## src/sv/fnv_multiply_chain_hash64_macros.svh

```systemverilog
// Assertion macros for the word-serial FNV/Murmur string hash.
// Used by the top level only; each check is clocked by clock and held off during reset.
`ifndef FNV_MULTIPLY_CHAIN_HASH64_MACROS_SVH
`define FNV_MULTIPLY_CHAIN_HASH64_MACROS_SVH

`ifndef SYNTHESIS

// ante |-> cons in the same cycle
`define FNVMCH_ASSERT_IMPL(lbl, ante, cons, msg) \
   lbl: assert property (@(posedge clock) disable iff (reset) (ante) |-> (cons)) \
      else $error(msg);

// ante |=> cons in the next cycle
`define FNVMCH_ASSERT_NEXT(lbl, ante, cons, msg) \
   lbl: assert property (@(posedge clock) disable iff (reset) (ante) |=> (cons)) \
      else $error(msg);

`else

`define FNVMCH_ASSERT_IMPL(lbl, ante, cons, msg)
`define FNVMCH_ASSERT_NEXT(lbl, ante, cons, msg)

`endif

`endif

```

## src/sv/fnvmch_pkg.sv

```systemverilog
// Shared constants, types and helper functions for the string hash block.
// No dependencies; imported by fnvmch_mul and fnv_multiply_chain_hash64.
`default_nettype none

package fnvmch_pkg;

   localparam logic [63:0] SEED_GOLDEN = 64'h9E37_79B9_7F4A_7C15;
   localparam logic [63:0] MIX_MURMUR  = 64'hFF51_AFD7_ED55_8CCD;
   localparam logic [63:0] PRIME_FNV64 = 64'd1099511628211;
   localparam int          FOLD_SHIFT  = 33;
   localparam int          WORD_BYTES  = 8;

   typedef enum logic [2:0] {
      S_IDLE,
      S_SEED_GO,
      S_SEED_WAIT,
      S_MIX_GO,
      S_MIX_WAIT,
      S_FIN_GO,
      S_FIN_WAIT,
      S_EMIT
   } fnv_state_type;

   typedef enum logic [1:0] {
      STEP_LL,
      STEP_LH,
      STEP_HL
   } mul_step_type;

   typedef struct packed {
      logic        start;
      logic [63:0] op_a;
      logic [63:0] op_b;
   } mul_req_type;

   typedef struct packed {
      logic        busy;
      logic        done;
      logic [63:0] product;
   } mul_rsp_type;

   // byte lane i kept when count > i; counts of 8 and above keep the whole word
   function automatic logic [63:0] byte_keep_mask(input logic [3:0] count);
      logic [63:0] mask;
      mask = '0;
      for (int i = 0; i < WORD_BYTES; i++) begin
         mask[i*8 +: 8] = (count > 4'(i)) ? 8'hFF : 8'h00;
      end
      return mask;
   endfunction

   function automatic logic [63:0] fold33(input logic [63:0] x);
      return x ^ (x >> FOLD_SHIFT);
   endfunction

endpackage

`default_nettype wire

```

## src/sv/fnvmch_mul.sv

```systemverilog
// Iterative 64x64 -> low 64-bit multiplier built on one 32x32 multiplier.
// Depends on fnvmch_pkg (request/response structs, step codes).
`default_nettype none

module fnvmch_mul import fnvmch_pkg::*; (
   input  wire logic        clock,
   input  wire logic        reset,
   input  wire mul_req_type mul_req,
   output mul_rsp_type      mul_rsp
);

   logic [63:0]  a_ff, a_in;
   logic [63:0]  b_ff, b_in;
   logic [63:0]  acc_ff, acc_in;
   mul_step_type step_ff, step_in;
   logic         busy_ff, busy_in;
   logic         done_ff, done_in;

   logic [31:0]  mul_x;
   logic [31:0]  mul_y;
   logic [63:0]  pp;
   logic [63:0]  term;

   // low*low, then the two cross terms (only their low halves reach bits 63:32)
   always_comb begin
      mul_x = a_ff[31:0];
      mul_y = b_ff[31:0];
      unique case (step_ff)
         STEP_LL: begin
            mul_x = a_ff[31:0];
            mul_y = b_ff[31:0];
         end
         STEP_LH: begin
            mul_x = a_ff[31:0];
            mul_y = b_ff[63:32];
         end
         STEP_HL: begin
            mul_x = a_ff[63:32];
            mul_y = b_ff[31:0];
         end
         default: begin
            mul_x = a_ff[31:0];
            mul_y = b_ff[31:0];
         end
      endcase
   end

   assign pp   = mul_x * mul_y;
   assign term = (step_ff == STEP_LL) ? pp : {pp[31:0], 32'b0};

   always_comb begin
      a_in    = a_ff;
      b_in    = b_ff;
      acc_in  = acc_ff;
      step_in = step_ff;
      busy_in = busy_ff;
      done_in = 1'b0;
      if (mul_req.start && !busy_ff) begin
         a_in    = mul_req.op_a;
         b_in    = mul_req.op_b;
         step_in = STEP_LL;
         busy_in = 1'b1;
      end else if (busy_ff) begin
         acc_in = ((step_ff == STEP_LL) ? 64'b0 : acc_ff) + term;
         case (step_ff)
            STEP_LL: step_in = STEP_LH;
            STEP_LH: step_in = STEP_HL;
            default: begin
               step_in = STEP_LL;
               busy_in = 1'b0;
               done_in = 1'b1;
            end
         endcase
      end
   end

   always_ff @(posedge clock) begin
      a_ff   <= a_in;
      b_ff   <= b_in;
      acc_ff <= acc_in;
      if (reset) begin
         step_ff <= STEP_LL;
         busy_ff <= 1'b0;
         done_ff <= 1'b0;
      end else begin
         step_ff <= step_in;
         busy_ff <= busy_in;
         done_ff <= done_in;
      end
   end

   assign mul_rsp.busy    = busy_ff;
   assign mul_rsp.done    = done_ff;
   assign mul_rsp.product = acc_ff;

endmodule

`default_nettype wire

```

## src/sv/fnv_multiply_chain_hash64.sv

```systemverilog
// Word-serial 64-bit string hash: seed, FNV-style multiply chain, Murmur-style finalize.
// Each 64x64 multiply runs on the shared unit as launch, three 32x32 partial
// products and write-back; a plain word takes one multiply, a first word adds
// the seed multiply, a last word the finalize multiply and the output register.
// Input is taken only in IDLE; a held result blocks input only once the next hash is ready to emit.
// Synchronous active-high reset clears the sequencer, the accumulator and rsp_valid.
`default_nettype none
`include "fnv_multiply_chain_hash64_macros.svh"

module fnv_multiply_chain_hash64 import fnvmch_pkg::*; (
   input  wire logic        clock,
   input  wire logic        reset,
   // input word channel
   input  wire logic        req_valid,
   output logic             req_stall,
   input  wire logic [63:0] req_data_word,
   input  wire logic [3:0]  req_bytes_valid,
   input  wire logic        req_first_word,
   input  wire logic        req_last_word,
   input  wire logic [31:0] req_total_length,
   // hash result channel
   output logic             rsp_valid,
   input  wire logic        rsp_stall,
   output logic [63:0]      rsp_hash_value
);

   fnv_state_type state_ff, state_in;

   // running (unfinalized) hash; architectural state, reset to zero
   logic [63:0] acc_ff, acc_in;
   // captured word, already masked to its valid bytes
   logic [63:0] word_ff, word_in;
   logic        mix_ff, mix_in;
   logic        last_ff, last_in;
   logic [31:0] length_ff, length_in;
   // finalize multiply result, second fold applied on the way to the output register
   logic [63:0] fin_ff, fin_in;

   logic        rsp_valid_ff, rsp_valid_in;
   logic [63:0] rsp_hash_ff, rsp_hash_in;
   logic        rsp_load;

   logic        req_accept;
   mul_req_type mul_req;
   mul_rsp_type mul_rsp;

   fnvmch_mul u_mul (
      .clock   (clock),
      .reset   (reset),
      .mul_req (mul_req),
      .mul_rsp (mul_rsp)
   );

   assign req_stall  = (state_ff != S_IDLE);
   assign req_accept = req_valid && (state_ff == S_IDLE);

   // capture the transfer; bytes above the valid count are zeroed here
   assign word_in   = req_accept ? (req_data_word & byte_keep_mask(req_bytes_valid)) : word_ff;
   assign mix_in    = req_accept ? (req_bytes_valid != 4'd0) : mix_ff;
   assign last_in   = req_accept ? req_last_word : last_ff;
   assign length_in = req_accept ? req_total_length : length_ff;

   // next state
   always_comb begin
      state_in = state_ff;
      unique case (state_ff)
         S_IDLE: begin
            if (req_accept) begin
               if (req_first_word) begin
                  state_in = S_SEED_GO;
               end else if (req_bytes_valid != 4'd0) begin
                  state_in = S_MIX_GO;
               end else if (req_last_word) begin
                  state_in = S_FIN_GO;
               end
            end
         end
         S_SEED_GO:   state_in = S_SEED_WAIT;
         S_SEED_WAIT: begin
            if (mul_rsp.done) begin
               if (mix_ff) begin
                  state_in = S_MIX_GO;
               end else if (last_ff) begin
                  state_in = S_FIN_GO;
               end else begin
                  state_in = S_IDLE;
               end
            end
         end
         S_MIX_GO:    state_in = S_MIX_WAIT;
         S_MIX_WAIT: begin
            if (mul_rsp.done) begin
               state_in = last_ff ? S_FIN_GO : S_IDLE;
            end
         end
         S_FIN_GO:    state_in = S_FIN_WAIT;
         S_FIN_WAIT: begin
            if (mul_rsp.done) begin
               state_in = S_EMIT;
            end
         end
         S_EMIT: begin
            // wait only while an older result is still held
            if (!rsp_valid_ff || !rsp_stall) begin
               state_in = S_IDLE;
            end
         end
         default:     state_in = S_IDLE;
      endcase
   end

   // datapath control
   always_comb begin
      mul_req.start = 1'b0;
      mul_req.op_a  = acc_ff;
      mul_req.op_b  = PRIME_FNV64;
      acc_in        = acc_ff;
      fin_in        = fin_ff;
      rsp_load      = 1'b0;
      unique case (state_ff)
         S_IDLE: begin
         end
         S_SEED_GO: begin
            // length * murmur constant
            mul_req.start = 1'b1;
            mul_req.op_a  = {32'b0, length_ff};
            mul_req.op_b  = MIX_MURMUR;
         end
         S_SEED_WAIT: begin
            if (mul_rsp.done) begin
               acc_in = SEED_GOLDEN ^ mul_rsp.product;
            end
         end
         S_MIX_GO: begin
            mul_req.start = 1'b1;
            mul_req.op_a  = acc_ff ^ word_ff;
            mul_req.op_b  = PRIME_FNV64;
         end
         S_MIX_WAIT: begin
            if (mul_rsp.done) begin
               acc_in = mul_rsp.product;
            end
         end
         S_FIN_GO: begin
            // accumulator stays unfinalized; only the copy is folded
            mul_req.start = 1'b1;
            mul_req.op_a  = fold33(acc_ff);
            mul_req.op_b  = MIX_MURMUR;
         end
         S_FIN_WAIT: begin
            if (mul_rsp.done) begin
               fin_in = mul_rsp.product;
            end
         end
         S_EMIT: begin
            rsp_load = !rsp_valid_ff || !rsp_stall;
         end
         default: begin
         end
      endcase
   end

   assign rsp_valid_in = rsp_load || (rsp_valid_ff && rsp_stall);
   assign rsp_hash_in  = rsp_load ? fold33(fin_ff) : rsp_hash_ff;

   always_ff @(posedge clock) begin
      word_ff     <= word_in;
      mix_ff      <= mix_in;
      last_ff     <= last_in;
      length_ff   <= length_in;
      fin_ff      <= fin_in;
      rsp_hash_ff <= rsp_hash_in;
      if (reset) begin
         state_ff     <= S_IDLE;
         acc_ff       <= 64'b0;
         rsp_valid_ff <= 1'b0;
      end else begin
         state_ff     <= state_in;
         acc_ff       <= acc_in;
         rsp_valid_ff <= rsp_valid_in;
      end
   end

   assign rsp_valid      = rsp_valid_ff;
   assign rsp_hash_value = rsp_hash_ff;

   // checks
   `FNVMCH_ASSERT_IMPL(a_no_accept_while_mul, mul_rsp.busy, req_stall, "transfer possible while multiply runs")
   `FNVMCH_ASSERT_IMPL(a_done_in_wait, mul_rsp.done, (state_ff == S_SEED_WAIT || state_ff == S_MIX_WAIT || state_ff == S_FIN_WAIT), "multiply finished outside a wait state")
   `FNVMCH_ASSERT_NEXT(a_rsp_drains, rsp_valid && !rsp_stall && state_ff != S_EMIT, !rsp_valid, "result repeated after transfer")
   `FNVMCH_ASSERT_NEXT(a_empty_word_idle, req_valid && !req_stall && !req_first_word && !req_last_word && req_bytes_valid == 4'd0, state_ff == S_IDLE, "empty word started work")

endmodule

`default_nettype wire

```

## config.mk

```make
export PLATFORM = sky130hd
export DESIGN_NAME = fnv_multiply_chain_hash64
export DESIGN_NICKNAME = d
export VERILOG_FILES = /design/src/sv/fnvmch_pkg.sv /design/src/sv/fnvmch_mul.sv /design/src/sv/fnv_multiply_chain_hash64.sv
export VERILOG_INCLUDE_DIRS = /design/src /design/src/sv
export SDC_FILE = /design/constraint.sdc
export NUM_CORES = 2
export LEC_CHECK = 0
export BUFFER_PORTS_ARGS = -buffer_cell sky130_fd_sc_hd__buf_2
export CORE_MARGIN = 2
export CORE_UTILIZATION = 65
export CTS_BUF_LIST = sky130_fd_sc_hd__clkbuf_16
export DETAILED_ROUTE_END_ITERATION = 12
export GPL_ROUTABILITY_DRIVEN = 0
export PLACE_DENSITY = 0.81
export SYNTH_ARGS = -nofsm -noshare
export SYNTH_HDL_FRONTEND = slang
export SYNTH_SLANG_ARGS = --single-unit
export TNS_END_PERCENT = 5
```

## constraint.sdc

```tcl
create_clock -name clock -period 35.5 [get_ports clock]
set_input_delay 3.55 -clock clock [delete_from_list [all_inputs] [get_ports clock]]
set_output_delay 3.55 -clock clock [all_outputs]
set_load 0.005 [all_outputs]
```

* After elaboration in Yosys (flattened, before gate mapping)
Index checks and enable logic that the tools add are counted.
W data, S select, Z words.
** Operators by class
- Add/subtract/negate cells :: 1
- Multiply operators :: 1
- Order comparisons :: 8
- Eq/ne operators :: 15
- Mux-type cells :: 33
- Bitwise gates (word level) :: 7
- Reduce and logical (&&, ||, !) cells :: 20
** Operators with widths (number)
- $pmux W129 S3 :: 1
- $mux W64 :: 4
- $pmux W64 S2 :: 1
- $xor A64 B31 Y64 :: 2
- $add A64 B64 Y64 :: 1
- $and A64 B64 Y64 :: 1
- $mul A32 B32 Y64 :: 1
- $mux W32 :: 2
- $mux W8 :: 8
- $xor A64 B64 Y64 :: 1
- $not A38 Y38 :: 1
- $mux W3 :: 10
- $pmux W3 S8 :: 1
- $gt A4 B3 Y1 const B :: 4
- $eq A3 B3 Y1 const B :: 4
- $gt A4 B1 Y1 const B :: 2
- $gt A4 B2 Y1 const B :: 2
- $eq A3 B2 Y1 const B :: 2
- $ne A2 B1 Y1 const B :: 3
- $reduce_and A6 Y1 :: 1
- $mux W1 :: 5
- $ne A2 B2 Y1 const B :: 2
- $ne A4 B3 Y1 const B :: 1
- $pmux W2 S2 :: 1
- other kinds (16) :: 24
** Storage, ports and cells
- Bits in registers :: 490
- Output and inout port bits :: 66

* Logic depth before layout (Yosys ltp)
- Word-level depth :: 5
- Depth in mapped cells :: 50

* By module
From an unflattened synthesis, not the netlist that was laid out.
** Unflattened totals
- Cell total of the unflattened synthesis :: 5689
- Area total of the unflattened synthesis :: 55968.7 um2
** Modules (own cells, without submodules)
- fnvmch_mul :: times used 1, cells an instance 4683, area an instance 43290.3 um2
- fnv_multiply_chain_hash64 :: times used 1, cells an instance 1006, area an instance 12678.4 um2

* Least setup slack after synthesis
Ideal clock, no wire load.
- Path type :: register -> register
- From :: reg u_mul.step_ff[1]
- To :: reg u_mul.acc_ff[61], data pin
- Setup time :: 259 ps
- Data arrival time :: 11629 ps
- Data required time :: 35241 ps
- Setup slack :: 23612 ps
- Stages on the path, launching flop included :: 46
- Buffers on the path :: 5
- Clock period less this slack :: 11888 ps
- Cells stage by stage :: dfxtp_1 > clkbuf_1 > nor2b_1 > clkbuf_1 > buf_1 > buf_2 > mux2i_1 > nor2b_1 > inv_1 > nor2_1 > inv_1 > fa_1 > inv_1 > fa_1 > fa_1 > inv_1 > fa_1 > inv_1 > (+10 left out) > a221oi_1 > o31ai_1 > a31oi_1 > o21bai_1 > a21oi_1 > xnor2_1 > a21o_1 > ha_1 > a21o_1 > a21o_1 > a21oi_1 > inv_1 > a21oi_1 > o21ai_0 > a221o_1 > or3b_2 > o21ai_0 > xnor2_1
** On the way
- Word-level cells in the longest chain between the ends :: 5
- Elaborated cells between the ends (all ways) :: 9
** Ends and longest elaborated chain
- start, declared :: line fnvmch_mul.sv:15 : mul_step_type step_ff, step_in;
- start signal, assigned :: line fnvmch_mul.sv:86 : step_ff <= step_in;
- $eq A2 B2 Y1 or $eq A2 B1 Y1 (tied branches) :: line fnvmch_mul.sv:28 : unique case (step_ff)
- $mux W32 :: line fnvmch_mul.sv:28
- $mul A32 B32 Y64 :: line fnvmch_mul.sv:48 : assign pp = mul_x * mul_y;
- $mux W64 :: line fnvmch_mul.sv:49 : assign term = (step_ff == STEP_LL) ? pp : {pp[31:0], 32'b0};
- $add A64 B64 Y64 * :: line fnvmch_mul.sv:64 : acc_in = ((step_ff == STEP_LL) ? 64'b0 : acc_ff) + term;
- end signal, assigned :: line fnvmch_mul.sv:80 : acc_ff <= acc_in;
- end, declared :: line fnvmch_mul.sv:14 : logic [63:0] acc_ff, acc_in;
Every way passes the cells marked *; elsewhere a longest branch is shown, timed or not.
A chain may end at the register's enable or synchronous reset.

* Final worst setup path
Same ends and word-level chain as after synthesis.

==> run summary <==
The run finished with clean final reports. Worst path buffer plus inverter count: 4. The run gives 0 as the number of post-CTS setup repair buffers.

The final design area excluding fillers is 50670 um2, and the core box area is 72710 um2. Number of warnings issued by yosys: 0. The number of antenna violations at the first check in global routing is 10. TritonCTS built the clock tree. The tightest min-delay check is of the register to register type. The cell count after synthesis came out at 4627. Of the total synthesized cell area, the portion taken by AND, OR, NAND and NOR gates is 11.15%. Row generation in the floorplan step produced 99 rows. The area added between synthesis and finish is 6.517%.

The maximum number of pins on one net before global-route repair is 80. Across the run, the number of max-cap violations was 0. Count of endpoints failing hold in the final timing report: 0.

Summing the areas of all xor and xnor instances in the mapped netlist gives 3.977% of the synthesized area. The area fraction of the dominant cell type after synthesis is 28.40%. The worst-skew pair later-pin latency was 610 ps; the fraction of the mapped netlist area in compound gates was 9.723%. Port buffering added 171 buffers. Synthesis produced a netlist with a net count of 5847. Once placement completed, the tool counted placed cells totaling 5621. The met2 track demand over resource came out at 58.95%. Adder-cell share of the synthesized area: 39.95%. Global routing used 13.24% of the available met3 tracks. The first global-routing pass estimated 217600 um of wire. The detailed router placed 35720 vias in this run. The worst setup path is captured at a register.

Largest family of logic cells by synthesized area: adder cells. The tools report the worst clock skew as 66.22 ps. The cell at the root of the clock tree is clkbuf_16. The share of flip-flops with an asynchronous set or reset after synthesis came out at 0%.

For this run, the post-layout net count is 5924. On the worst path, the slowest cell contributes a delay of 920 ps. Hold timing on the final database bottoms out at a slack of 434.7 ps. Among all flip-flop cells after synthesis, the most frequent one is edfxtp_1.

For the number of remaining DRC errors, the log shows 0. The critical path class is register to register. In the routed layout, each cell is associated on average with a via count of 6.268. The synthesized design contains 356 enable-type register cells. The run gives 0 as the final global-route overflow total. The highest clock rate was 74.84 MHz; the sequential share of the synthesized area was 25.50%.

The fraction of layout instances using a drive strength above 1 was 7.200%. The first routing iteration left 4432 violations. The worst path uses 37.64% of the clock period.

No sink is reached through more buffers than the 3 on the longest clock path. At the pin with the least slew margin, the transition time is 1171 ps. Largest delay contributor family on the critical path: adder cells. The count of cells in the finished layout, fillers not included, comes to 5698. The tools report the placement-stage cell area as 49350 um2. In the global route stage, met1 resource usage came out at 48.17%.

The number of global-route vias before repair is 37180. Cell type contributing the most total cell area after synthesis: fa_1. The clock slew seen by the registers of the worst setup and hold paths is 80 ps, and the number of buffers created by CTS is 40. The first detailed-routing pass took 6 iterations. For this design, the slowest cell found on the critical path is mux2i_1.

The width of the die was 274.5 um; the number of pins exceeding their max-slew limit in the final report was 0. The post-cts repair resize count was 0. The number of register bits inferred by synthesis was 428; the mean routed wirelength per cell was 25.19 um. After routing, the total negative slack on setup checks comes to 0 ps. Data required time at the worst endpoint: 35860 ps. The die area was 75370 um2; the number of hold buffers added after cts was 0. Setup violations remaining at the end of the flow were counted as 0. CTS saw 428 sinks.

Setup repair after global routing left no endpoint under its margin. The number of top-level design ports is 172, and the starting density of the core is 65.43%. STA puts the critical path data arrival time at 13720 ps.

The tools report the number of H-tree levels as 2. The wire-length estimate of the detail-placed layout is 117000 um. The remaining number of nets flagged by the antenna check after routing was 0. The worst setup path is launched from a register. The synthesized area divided by synthesized cell count was 10.28 um2; the die outline height was 274.5 um. The most heavily used metal layer in global routing is met2.

In this run the tightest slew margin relative to its limit is 21.73%. In the synthesized netlist, mux cells make up 1.773% of the area. Count of unique library cells instantiated by Yosys: 94. In this run the worst path has a maximum fanout of 40.

The all-layer global routing usage is 38.94%. The minimum clock period came out at 13360 ps. Counting stages on the worst path, the most repeated cell is fa_1. The cell area that synthesis handed to floorplanning was 47570 um2.

After synthesis, the cell types taking the most area are fa_1, edfxtp_1, ha_1, inv_1, dfxtp_1. The run gives 143500 um as the total wirelength of the detailed-routed design.
==> cells in the final DEF, fill, tap and decap left out, drive strengths merged, types with 35 or more instances in the layout <==
cell and count:
nor2 242, clkbuf 40, a21oi 233, nor2b 112
nand3 45, a21o 82, fa 675, xnor2 134
nand2 382, nor3 36, xor2 82, edfxtp 356
nor3b 35, o21ai 129, dfxtp 72, mux2i 64
buf 208, ha 439, and2 88, inv 831
==> worst register-to-register path: cells and delay by family, from the launching register on <==
| kind | cells | cell delay (ps) |
|---|---|---|
| buffers and inverters | 4 | 1200 |
| DFF | 1 | 610 |
| AOI/OAI and AO/OA | 12 | 3110 |
| xor gates and xnor gates | 2 | 380 |
| adders and majority gates | 10 | 5010 |
| and+or+nand+nor | 7 | 1850 |
| muxes | 1 | 960 |
==> layer usage <==
metal / part of all wire (%) / vias up
li1: - / 15350
met1: 35 / 17310
met5: 0.035 / -
met2: 44 / 2428
met3: 13 / 621
met4: 7.8 / 8
==> worst paths after layout <==
check	end	slack, ps	start	depth (start not counted)
min reg2reg	rsp_hash_value[31]	430	fin_ff[31]	0
max reg2reg	u_mul.acc_ff[61]	22140	u_mul.step_ff[1]	36
min	rsp_hash_value[31]	430	fin_ff[31]	0
max	u_mul.acc_ff[61]	22140	u_mul.step_ff[1]	36
==> synth_stat cells, types with 12 or more instances <==
cell      number
or3_1         25
a221o_1       33
and3_1        21
dfxtp_1       72
nor2_1       242
mux2i_1       64
o21ai_0      121
a22o_1        31
o211ai_1      13
and2_1        87
nand2_1      382
nor3_1        35
a211oi_1      12
nand2b_1      34
a22oi_1       34
clkbuf_1     136
buf_2         15
nor2b_1      112
fa_1         675
inv_1        819
xnor2_1      134
nand4_1       23
buf_1         21
mux2_2        18
a31oi_1       16
a21oi_1      231
nor3b_1       35
xor2_1        82
o21bai_1      17
or2_2         12
a21o_1        82
ha_1         439
nand3_1       43
edfxtp_1     356
==> per-stage QoR <==
step | utilization [%] | setup slack, ps
after floorplan | - | 23610
after global placement | 67.87 | 22680
after detailed placement | 67.87 | 22530
after CTS | 69.68 | 22520
after global routing | 69.68 | 21730
final | 69.69 | 22140
==> logic make-up after synthesis <==
group                    after synthesis
multiplexers                          82
other                                  1
AO/OA/AOI/OAI                        699
flip-flops                           428
XOR/XNOR                             216
AND/OR/NAND/NOR                     1089
buffers and inverters                998
adder cells (fa/ha/maj)             1114
==> final cells by class <==
cell class              instances  area, um2
diodes                          3      7.507
clock buffers                  40       1001
clock inverters                34      312.8
fillers                      5140      22040
inverters                     825       3097
multi-input cells            3201      31780
flip-flops and latches        428      12140
well taps                     959       1200
repair buffers                208       1134
==> sequential cells by signal, summed over array words and instances, names as in the netlist, named ones only <==
name	count
mix_ff	1
u_mul.step_ff	2
rsp_valid	1
u_mul.b_ff	2
state_ff	3
word_ff	64
u_mul.busy_ff	1
acc_ff	64
rsp_hash_value	64
last_ff	1
fin_ff	64
u_mul.a_ff	64
length_ff	32
u_mul.done_ff	1
u_mul.acc_ff	63
Power is left out: the tool's default activity adds up to more than one toggle a clock period on the data nets, which glitch-free logic cannot reach.
